--- src/hw/rtl/teq_pkg.sv ---
// ----------------------------------------------------------------------------
// teq_pkg
// Shared types and constants of the timed event queue.
// ----------------------------------------------------------------------------
`default_nettype none

package teq_pkg;

  localparam int KIND_W       = 3;
  localparam int DELAY_W      = 32;
  localparam int HALF_W       = DELAY_W + 1;
  localparam int DEV_W        = 6;
  localparam int RSN_W        = 16;
  localparam int FIELD_TIME_W = 48;
  localparam int LIMIT_W      = 7;
  localparam int MAX_RESULTS  = 32;
  localparam int RES_CNT_W    = $clog2(MAX_RESULTS);
  localparam int RUN_CNT_W    = $clog2(MAX_RESULTS + 1);

  localparam logic [LIMIT_W-1:0] LIMIT_RESET = 7'd64;

  localparam logic [KIND_W-1:0] KIND_INSERT  = 3'd0;
  localparam logic [KIND_W-1:0] KIND_SERVICE = 3'd1;
  localparam logic [KIND_W-1:0] KIND_FLUSH   = 3'd2;
  localparam logic [KIND_W-1:0] KIND_DISCARD = 3'd3;
  localparam logic [KIND_W-1:0] KIND_QUERY   = 3'd4;

  typedef enum logic [5:0] {
    S_IDLE  = 6'b000001,
    S_CONV  = 6'b000010,
    S_SUM   = 6'b000100,
    S_SHIFT = 6'b001000,
    S_EMIT  = 6'b010000,
    S_REPLY = 6'b100000
  } teq_state_t;

  typedef struct packed {
    logic ins;
    logic pop;
  } teq_cell_ctrl_t;

endpackage

`default_nettype wire

--- src/hw/rtl/teq_cell.sv ---
// ----------------------------------------------------------------------------
// teq_cell
// One slot of the sorted event chain: keeps, takes the new event, or takes
// a neighbour's event on insert and pop.
// ----------------------------------------------------------------------------
`default_nettype none

module teq_cell #(
  parameter int TIME_BITS = 48
) (
  input  logic                         clk,
  input  teq_pkg::teq_cell_ctrl_t      ctrl,
  input  logic                         occupied,
  input  logic [TIME_BITS-1:0]         ins_time,
  input  logic [teq_pkg::DEV_W-1:0]    ins_device,
  input  logic [teq_pkg::RSN_W-1:0]    ins_reason,
  input  logic                         prev_le,
  input  logic [TIME_BITS-1:0]         prev_time,
  input  logic [teq_pkg::DEV_W-1:0]    prev_device,
  input  logic [teq_pkg::RSN_W-1:0]    prev_reason,
  input  logic [TIME_BITS-1:0]         next_time,
  input  logic [teq_pkg::DEV_W-1:0]    next_device,
  input  logic [teq_pkg::RSN_W-1:0]    next_reason,
  output logic                         le,
  output logic [TIME_BITS-1:0]         cell_time,
  output logic [teq_pkg::DEV_W-1:0]    cell_device,
  output logic [teq_pkg::RSN_W-1:0]    cell_reason
);
  import teq_pkg::*;

  assign le = occupied && (cell_time <= ins_time);

  always_ff @(posedge clk) begin
    if (ctrl.ins) begin
      if (!le) begin
        if (prev_le) begin
          cell_time   <= ins_time;
          cell_device <= ins_device;
          cell_reason <= ins_reason;
        end else begin
          cell_time   <= prev_time;
          cell_device <= prev_device;
          cell_reason <= prev_reason;
        end
      end
    end else if (ctrl.pop) begin
      cell_time   <= next_time;
      cell_device <= next_device;
      cell_reason <= next_reason;
    end
  end

endmodule

`default_nettype wire

--- config.mk ---
export PLATFORM = sky130hd
export DESIGN_NAME = teq_cell
export DESIGN_NICKNAME = d
export VERILOG_FILES = /design/src/hw/rtl/teq_pkg.sv /design/src/hw/rtl/teq_cell.sv
export SDC_FILE = /design/constraint.sdc
export NUM_CORES = 1
export LEC_CHECK = 0
export BUFFER_PORTS_ARGS = -buffer_cell sky130_fd_sc_hd__buf_2
export CAP_MARGIN = 20
export CELL_PAD_IN_SITES_DETAIL_PLACEMENT = 0
export CELL_PAD_IN_SITES_GLOBAL_PLACEMENT = 1
export CORE_ASPECT_RATIO = 0.8
export CORE_MARGIN = 2
export CORE_UTILIZATION = 34
export CTS_BUF_LIST = sky130_fd_sc_hd__clkbuf_8 sky130_fd_sc_hd__clkbuf_16
export DETAILED_ROUTE_END_ITERATION = 6
export GPL_TIMING_DRIVEN = 0
export PLACE_DENSITY_LB_ADDON = 0.1
export SLEW_MARGIN = 40
export SYNTH_ARGS = -nofsm -noshare
export SYNTH_HDL_FRONTEND = slang
export SYNTH_SLANG_ARGS = --single-unit
--- constraint.sdc ---
create_clock -name clk -period 8.7 [get_ports clk]
set_input_delay 1.305 -clock clk [delete_from_list [all_inputs] [get_ports clk]]
set_output_delay 1.305 -clock clk [all_outputs]
set_load 0.05 [all_outputs]
==> flow_metrics.tcl, run 1 <==
set metrics [dict create \
    p_clk_share_pct 33.2 \
    switching_share_pct 34.3 \
    cts_sinks 70 \
    ys_seq_area_share_pct 43.9 \
    die_height_um 110 \
    cts_tree "yes" \
    layout-drive-gt1-share_pct 40.3 \
    worst_skew_pair.late_latency_ns 0.34 \
    peakVddDrop_mv 0.101 \
    fin_util_pct 49.7 \
    drt-pass1-iter-count 4 \
    design.core.area_mm2 0.0136 \
    grt_usage_pct 19.5 \
    yosysWarnings 0 \
    critPathCaptureType "output pin" \
    grt_max_degree 38 \
    min_from "next_time[3]" \
    avgSynthCellArea_um2 9.97 \
    met1_length_mm 6.25 \
    synth.distinct_cells 33 \
    period_minus_slack_ns 4.60 \
    post-route-drc-count 0 \
    insertedDiodeCount 0 \
    core.rowCount 38 \
    ys_top_cells_by_area "edfxtp_1, mux2i_1, ha_1" \
    whs_path_depth 3 \
    totalWireLength_mm 14.7 \
    p_int_mw 0.792 \
    post-synth-top-count-cell "a21oi_1" \
    area_growth_pct 41.7 \
    switching_power_mw 0.414 \
    dp.cells 944 \
    fill_cells 1319 \
    final_area_mm2 0.00678 \
    h-tree-depth 3 \
    p_total_mw 1.21 \
    synth_top_area_cell "edfxtp_1" \
    slew_headroom_pct 63.5 \
    maxCapViolCount 0 \
    rr_endpoint "cell_device[1]" \
    grt_pass1_wl_mm 22.1 \
    clock_skew_ns 0.00857 \
    placed_area_mm2 0.00645 \
    hold_viol 0 \
    fin_nets 1038 \
    die_x_um 137 \
    wl_met2_mm 7.18 \
    timing.rr.start "cell_time[45]" \
    post_cts_resized 0 \
    tns_ns 0 \
    worstSetupPathType "input port to output pin" \
    cts_root_buffer "clkbuf_16" \
    r2r_setup_slack_ns 5.51 \
    synth_seq_cells 70 \
    synthCells 480 \
    num_vias 4522 \
    wl_met3_mm 1.12 \
    cts.clk_slew.worst_paths_ns 0.06 \
    tightest_slew_ns 0.547 \
    synth_commonest_cells "a21oi_1, nor2_1, edfxtp_1, mux2i_1" \
    cts_buffer_depth 2 \
    critPathLaunch "ins_time[45]" \
    grt_overflow 0 \
    drt-initial-drc-count 168 \
    grt_pass1_vias 4504 \
    gp_congestion 0.813 \
    seq_power_share_pct 36.0 \
    cts_setup_buffers 0 \
    holdBufCountCts 0 \
    antenna_found_initial 1 \
    rsz0062_at_grt "false" \
    io_buffers 283 \
    slew_viol_final 0 \
    ff2ff_path_depth 9 \
    synth_ff_type "edfxtp_1" \
    pwr_density_cell_mw_per_mm2 178 \
    wire_per_inst_um 15.4 \
    yosysTopAreaCellShare_pct 43.9 \
    num_io_pins 286 \
    critPathLaunchType "input port" \
    via_per_inst 4.71 \
    drtAntennaViolNets 0 \
    finalSetupViolations 0 \
    dp_hpwl_mm 12.0 \
    worstPathArrival_ns 3.30 \
    cp.required_ns 7.39 \
    period_share_pct 52.9 \
    comb_power_share_pct 30.8 \
    start_util_pct 35.1 \
    hold_end "cell_time[3]" \
    p_leak_nw 3.46 \
    cts_buffers 9 \
    synth_edf_count 70 \
    hold_class "input port to register" \
    stdcell_count 960 \
    highest_layer "met4" \
    cp_max_fo 4 \
    synth_fp_nets 743 \
    fp.dieArea_mm2 0.0150 \
    max_freq_mhz 217 \
    netlist_area_mm2 0.00478 \
    status "finished clean" \
    async_flop_share_pct 0 \
]
flip-flops by register name (all words and copies together), names as in the netlist:
register and count:
cell_time 48, cell_device 6, cell_reason 16
cell type report:
class | instances | area (µm²) | area share (%)
multi-input cells | 338 | 2390 | 35.3
flip-flops and latches | 70 | 2100 | 31.0
repair buffers | 284 | 1440 | 21.2
clock buffers | 9 | 225 | 3.32
well taps | 180 | 225 | 3.32
inverters | 48 | 180 | 2.66
plain buffers | 24 | 116 | 1.72
clock inverters | 7 | 97.6 | 1.44
power groups by stage:
stage	clock (mW)	combinational (mW)	sequential, mW
after floorplan	0	0.124	0.564
final	0.400	0.371	0.434
after global placement	0	0.368	0.443
after global routing	0.424	0.406	0.438
after CTS	0.411	0.377	0.434
after detailed placement	0	0.375	0.441
worst max-delay path, cell delays in order:
cell      delay (ns)
buf_2           0.09
inv_1           0.04
ha_1            0.29
nand4_1         0.18
nor4_2          0.39
and3_2          0.30
and2b_1         0.14
o31ai_1         0.10
nand4_1         0.15
a21boi_1        0.08
buf_2           0.22
cells in the final DEF (no fill, tap or decap), types with 2 or more instances in the layout:
cell       netlist  routed
a21oi_1         87      87
bufinv_16        0       2
nor3_1           2       2
a211oi_1         4       4
buf_2            7     290
clkbuf_16        0       9
inv_1           48      49
o21ai_0          4       4
edfxtp_1        70      70
a21o_1           5       5
clkbuf_1        15      15
mux2i_1         70      70
nand3_1          4       4
nor4_1           2       2
ha_1            48      48
nor2_1          74      74
nand2_1         13      13
nand4_1         10      10
clkinv_4         0       2
logic make-up (layout without fill, tap and decap cells):
logic type      after synthesis  after routing  synth area share, %
compound gates              108            108                 12.3
fa+ha+maj                    48             48                 12.6
buf+inv                      72            372                 6.20
flops                        70             70                 43.9
mux                          70             70                 14.6
simple gates                112            112                 10.4
stage by stage:
step           hold WS [ns]  setup slack (ns)
3_5_place_dp           1.38              4.06
6_report               1.28              4.10
4_1_cts                1.27              4.07
5_1_grt                1.28              3.93
2_1_floorplan          1.53              3.94
3_3_place_gp           1.62              2.52
how the worst max path moves through the flow:
stage / slack (ns) / cells after the start / end
2_1_floorplan: 3.94 / 9 / cell_device[0]
3_3_place_gp: 2.52 / 10 / cell_reason[1]
3_5_place_dp: 4.06 / 11 / le
4_1_cts: 4.07 / 11 / le
5_1_grt: 3.93 / 11 / le
6_report: 4.10 / 11 / le
per-layer routing:
layer	track usage, %	up-vias
li1	-	2320
met1	23.3	2023
met2	34.0	161
met3	5.81	18
met4	5.65	0
met5	0	-
Note: power is estimated with default switching activity, not from simulation.
==> run 2: changes to the inputs <==
--- a/config.mk
+++ b/config.mk
@@ -11,7 +11,7 @@
 export CELL_PAD_IN_SITES_GLOBAL_PLACEMENT = 1
 export CORE_ASPECT_RATIO = 0.8
 export CORE_MARGIN = 2
-export CORE_UTILIZATION = 34
+export CORE_UTILIZATION = 28
 export CTS_BUF_LIST = sky130_fd_sc_hd__clkbuf_8 sky130_fd_sc_hd__clkbuf_16
 export DETAILED_ROUTE_END_ITERATION = 6
 export GPL_TIMING_DRIVEN = 0
==> constraint.sdc (replaced) <==
create_clock -name clk -period 3.8 [get_ports clk]
set_input_delay 0.57 -clock clk [delete_from_list [all_inputs] [get_ports clk]]
set_output_delay 0.57 -clock clk [all_outputs]
set_load 0.05 [all_outputs]
==> flow_metrics.tcl, run 2 (synthesized netlist as in run 1, its figures left out) <==
set metrics [dict create \
    whs_path_depth 3 \
    critPathCaptureType "output pin" \
    grt_pass1_wl_mm 23.0 \
    drt-initial-drc-count 132 \
    slew_viol_final 0 \
    max_freq_mhz 311 \
    critPathLaunch "cell_time[45]" \
    cts_buffer_depth 2 \
    area_growth_pct 43.0 \
    grt_max_degree 36 \
    wire_per_inst_um 15.4 \
    dp_hpwl_mm 12.7 \
    timing.rr.start "cell_time[45]" \
    cts_tree "yes" \
    cts_setup_buffers 0 \
    finalSetupViolations 0 \
    die_x_um 150 \
    p_leak_nw 3.47 \
    grt_pass1_vias 4533 \
    gp_congestion 0.766 \
    hold_class "input port to register" \
    status "finished clean" \
    rsz0062_at_grt "false" \
    antenna_found_initial 0 \
    worstSetupPathType "register to output pin" \
    clock_skew_ns 0.00447 \
    drt-pass1-iter-count 4 \
    cp.required_ns 3.23 \
    largest_reg_flops 48 \
    place_ws_ns 0.525 \
    slew_headroom_pct 63.1 \
    period_minus_slack_ns 3.22 \
    io_buffers 283 \
    die_height_um 121 \
    cp_max_fo 4 \
    tns_ns 0 \
    timing.final.ws_setup_ns 0.583 \
    mostFrequentLayoutCell "buf_2" \
    cts_sinks 70 \
    reg_top3 "cell_time: 48 flops, cell_reason: 16 flops, cell_device: 6 flops" \
    core.rowCount 42 \
    start_util_pct 28.7 \
    num_io_pins 286 \
    min_from "next_reason[6]" \
    maxCapViolCount 0 \
    drtAntennaViolNets 0 \
    layout-drive-gt1-share_pct 40.3 \
    cts_buffers 9 \
    fin_hold_ws_ns 0.549 \
    met2_usage_pct 28.7 \
    design.core.area_mm2 0.0167 \
    post_cts_resized 0 \
    fin_nets 1039 \
    hold_viol 0 \
    cts.clk_slew.worst_paths_ns 0.06 \
    period_share_pct 84.7 \
    post-route-drc-count 0 \
    gr-usage-met1_pct 19.5 \
    holdBufCountCts 0 \
    mostFrequentLayoutCells "buf_2, a21oi_1, nor2_1" \
    via_per_inst 4.52 \
    grt_overflow 0 \
    tightest_slew_ns 0.554 \
    worstPathArrival_ns 2.65 \
    fp.dieArea_mm2 0.0182 \
    pwr_density_cell_mw_per_mm2 403 \
    worst_skew_pair.late_latency_ns 0.34 \
    grtUsageMet3_pct 5.90 \
    num_vias 4529 \
    grt_usage_pct 16.6 \
    regMostFlops "cell_time" \
    ff2ff_path_depth 9 \
    peakVddDrop_mv 0.191 \
    p_total_mw 2.76 \
    h-tree-depth 3 \
    critPathLaunchType "register" \
    top_usage_layer "met2" \
    totalWireLength_mm 15.4 \
    cts_root_buffer "clkbuf_16" \
    insertedDiodeCount 0 \
]
[run 2: cell types whose count changed in the layout (fill, tap and decap cells not counted), sizes merged]
cell	previous run	this run
buf	292	293
clkinv	2	3
inv	50	49
[run 2: cell type report]
| class | instances | area, µm² |
|---|---|---|
| Buffer | 24 | 116 |
| Timing Repair Buffer | 285 | 1460 |
| Sequential cell | 70 | 2100 |
| Clock buffer | 9 | 225 |
| Inverter | 48 | 180 |
| Fill cell | 1705 | 9820 |
| Tap cell | 220 | 275 |
| Clock inverter | 7 | 90.1 |
| Multi-Input combinational cell | 338 | 2390 |
[run 2: worst paths after layout]
check | to | slack [ns]
setup / recovery | le | 0.58
hold / removal | cell_reason[6] | 0.55
setup reg to reg | cell_time[43] | 0.89
hold reg to reg | cell_time[2] | 1.21
[run 2: worst max-delay path: stages (launching register included)]
cell and delay (ns):
edfxtp_1 0.40, ha_1 0.31, nand4_1 0.18, nor4_2 0.40
and3_2 0.31, and2b_1 0.14, o31ai_1 0.11, nand4_1 0.16
a21boi_1 0.08, buf_2 0.22
[run 2: routing by layer]
layer / vias to the layer above / routed length, µm
met4: 0 / 171
met3: 13 / 1260
met1: 2039 / 6440
met5: - / 0
met2: 156 / 7510
li1: 2321 / -
[run 2: stage by stage]
stage	area, µm²	utilization [%]	std cells
global route	6840	41.1	1001
CTS	6840	41.1	1001
finish	6840	41.1	1001
detailed placement	6520	39.2	985
floorplan	4780	-	480
global placement	6470	38.9	983
[run 2: report_power, final]
group	internal, mW	switching [mW]	leakage, nW	total, mW
registers	0.958	0.0368	0.688	0.994
clock network	0.571	0.335	0.157	0.906
logic	0.282	0.574	2.62	0.856
total	1.81	0.946	3.47	2.76
==> run 3: changes to the inputs <==
--- a/config.mk
+++ b/config.mk
@@ -5,13 +5,14 @@
 export SDC_FILE = /design/constraint.sdc
 export NUM_CORES = 1
 export LEC_CHECK = 0
+export ABC_AREA = 1
 export BUFFER_PORTS_ARGS = -buffer_cell sky130_fd_sc_hd__buf_2
 export CAP_MARGIN = 20
 export CELL_PAD_IN_SITES_DETAIL_PLACEMENT = 0
 export CELL_PAD_IN_SITES_GLOBAL_PLACEMENT = 1
 export CORE_ASPECT_RATIO = 0.8
 export CORE_MARGIN = 2
-export CORE_UTILIZATION = 28
+export CORE_UTILIZATION = 30
 export CTS_BUF_LIST = sky130_fd_sc_hd__clkbuf_8 sky130_fd_sc_hd__clkbuf_16
 export DETAILED_ROUTE_END_ITERATION = 6
 export GPL_TIMING_DRIVEN = 0
==> constraint.sdc (replaced) <==
create_clock -name clk -period 3.3 [get_ports clk]
set_input_delay 0.495 -clock clk [delete_from_list [all_inputs] [get_ports clk]]
set_output_delay 0.495 -clock clk [all_outputs]
set_load 0.05 [all_outputs]
==> flow_metrics.tcl, run 3 <==
set metrics [dict create \
    synthCells 604 \
    pwr_density_cell_mw_per_mm2 465 \
    netlist_area_mm2 0.00481 \
    fin_util_pct 43.7 \
    r2r_setup_slack_ns 0.77 \
    via_per_inst 4.55 \
    synth_commonest_cells "o21ai_0, nand2_1, nor2_1, edfxtp_1, inv_1" \
    cts.clk_slew.worst_paths_ns 0.07 \
    synth.distinct_cells 24 \
    rr_endpoint "cell_time[13]" \
    cp_max_fo 2 \
    grt_max_degree 46 \
    worstSetupPathType "register to output pin" \
    synth_edf_count 70 \
    grt_pass1_vias 5001 \
    regMostFlops "cell_time" \
    reg_top3 "cell_time: 48 flops, cell_reason: 16 flops, cell_device: 6 flops" \
    wire_per_inst_um 15.0 \
    stdcell_count 1120 \
    slew_viol_final 0 \
    slew_headroom_pct 62.3 \
    grt_pass1_wl_mm 25.8 \
    num_io_pins 286 \
    status "finished clean" \
    maxCapViolCount 0 \
    cts_setup_buffers 0 \
    p_total_mw 3.19 \
    mostFrequentLayoutCell "buf_2" \
    largest_reg_flops 48 \
    critPathLaunch "cell_time[45]" \
    cts_tree "yes" \
    timing.rr.start "cell_time[7]" \
    hold_class "input port to register" \
    ff2ff_path_depth 14 \
    antenna_found_initial 1 \
    tns_ns 0 \
    post_cts_resized 0 \
    synth_fp_nets 867 \
    drt-pass1-iter-count 4 \
    gp_congestion 0.810 \
    switching_power_mw 1.13 \
    rsz0062_at_grt "false" \
    clock_skew_ns 0.0108 \
    die_height_um 117 \
    tightest_slew_ns 0.565 \
    comb_power_share_pct 30.1 \
    critPathCaptureType "output pin" \
    worst_skew_pair.late_latency_ns 0.35 \
    post-synth-top-count-cell "o21ai_0" \
    p_int_mw 2.06 \
    design.core.area_mm2 0.0157 \
    area_growth_pct 42.7 \
    drtAntennaViolNets 0 \
    finalSetupViolations 0 \
    cts_buffer_depth 2 \
    mostFrequentLayoutCells "buf_2, o21ai_0, nand2_1" \
    start_util_pct 30.6 \
    fill_cells 1719 \
    seq_power_share_pct 35.9 \
    drt-initial-drc-count 218 \
    worstPathArrival_ns 2.23 \
    fin_nets 1162 \
    critPathLaunchType "register" \
    cts_buffers 9 \
    yosysWarnings 0 \
    async_flop_share_pct 0 \
    dp.cells 1103 \
    period_share_pct 82.7 \
    cts_sinks 70 \
    core.rowCount 41 \
    final_area_mm2 0.00686 \
    p_leak_nw 3.42 \
    h-tree-depth 3 \
    fp.dieArea_mm2 0.0171 \
    p_clk_share_pct 34.0 \
    num_vias 5099 \
    post-route-drc-count 0 \
    cts_root_buffer "clkbuf_16" \
    avgSynthCellArea_um2 7.96 \
    synth_top_area_cell "edfxtp_1" \
    synth_seq_cells 70 \
    period_minus_slack_ns 2.73 \
    cp.required_ns 2.80 \
    ys_seq_area_share_pct 43.7 \
    grt_overflow 0 \
    hold_viol 0 \
    max_freq_mhz 367 \
    switching_share_pct 35.4 \
    peakVddDrop_mv 0.314 \
    ys_top_cells_by_area "edfxtp_1, o21ai_0, ha_1" \
    yosysTopAreaCellShare_pct 43.7 \
    io_buffers 283 \
    totalWireLength_mm 16.8 \
    synth_ff_type "edfxtp_1" \
    grt_usage_pct 19.4 \
    placed_area_mm2 0.00654 \
    holdBufCountCts 0 \
    die_x_um 146 \
    crit_end "le" \
    layout-drive-gt1-share_pct 35.1 \
    dp_hpwl_mm 13.4 \
]
-- run 3: changes by cell type after synthesis, sizes merged, moves of 12 or more --
| cell | change |
|---|---|
| o21ai | +141 |
| nand2 | +118 |
| mux2i | -70 |
| a21oi | -69 |
| inv | +15 |
| nor2 | +12 |
-- run 3: logic make-up (layout without fill, tap and decap cells) --
family / after synthesis / in the layout / share of synthesized area (%)
flip-flops: 70 / 70 / 43.7
other: 0 / 1 / 0
AO/OA/AOI/OAI: 166 / 166 / 17.4
adder cells (fa/ha/maj): 48 / 48 / 12.5
AND/OR/NAND/NOR: 226 / 226 / 18.6
buffers and inverters: 94 / 394 / 7.76
-- run 3: worst min path at each step --
stage	slack, ns	cells past startpoint	startpoint	to
4_1_cts	0.41	3	next_time[5]	cell_time[5]
2_1_floorplan	0.69	2	next_device[0]	cell_device[0]
3_3_place_gp	0.78	3	next_device[1]	cell_device[1]
5_1_grt	0.43	3	next_time[47]	cell_time[47]
6_report	0.42	3	next_reason[7]	cell_reason[7]
3_5_place_dp	0.78	3	next_reason[7]	cell_reason[7]
-- run 3: through the flow --
stage	hold WS, ns	setup slack [ns]
after floorplan	0.686	0.332
after global routing	0.429	0.372
after global placement	0.776	-0.344
after detailed placement	0.780	0.510
final	0.417	0.572
after CTS	0.410	0.563
-- run 3: metal layers --
metal  vias to the layer above  part of all wire [%]  track usage (%)
met5                         -                     0                0
met4                         0                   1.2             5.56
met3                        13                   7.0             6.40
met2                       171                    48             33.1
met1                      2297                    44             23.7
li1                       2618                     -                -
-- run 3: cell type report --
cell class              instances  area (µm²)  share of cell area, %
well taps                     215         269                   3.92
clock inverters                 7        97.6                   1.42
inverters                      64         240                   3.50
diodes                          1        2.50                 0.0365
plain buffers                  30         133                   1.93
multi-input cells             440        2350                   34.2
flip-flops and latches         70        2100                   30.6
clock buffers                   9         225                   3.28
repair buffers                284        1440                   21.0
-- run 3: power groups by stage --
stage	registers (mW)	logic, mW	clock network (mW)
after floorplan	1.48	0.309	0
after global placement	1.17	0.954	0
after detailed placement	1.16	0.972	0
after CTS	1.15	0.976	1.11
after global routing	1.16	1.06	1.14
final	1.15	0.962	1.08
-- run 3: critical path: stages, from the launching register on --
cell and delay (ns):
edfxtp_1 0.39, ha_1 0.30, a21oi_1 0.14, nor2_1 0.05
nor3b_1 0.25, nand2_1 0.08, nor2_1 0.11, nand3_1 0.08
nand2_1 0.10, nand2_1 0.07, inv_1 0.05, buf_2 0.25
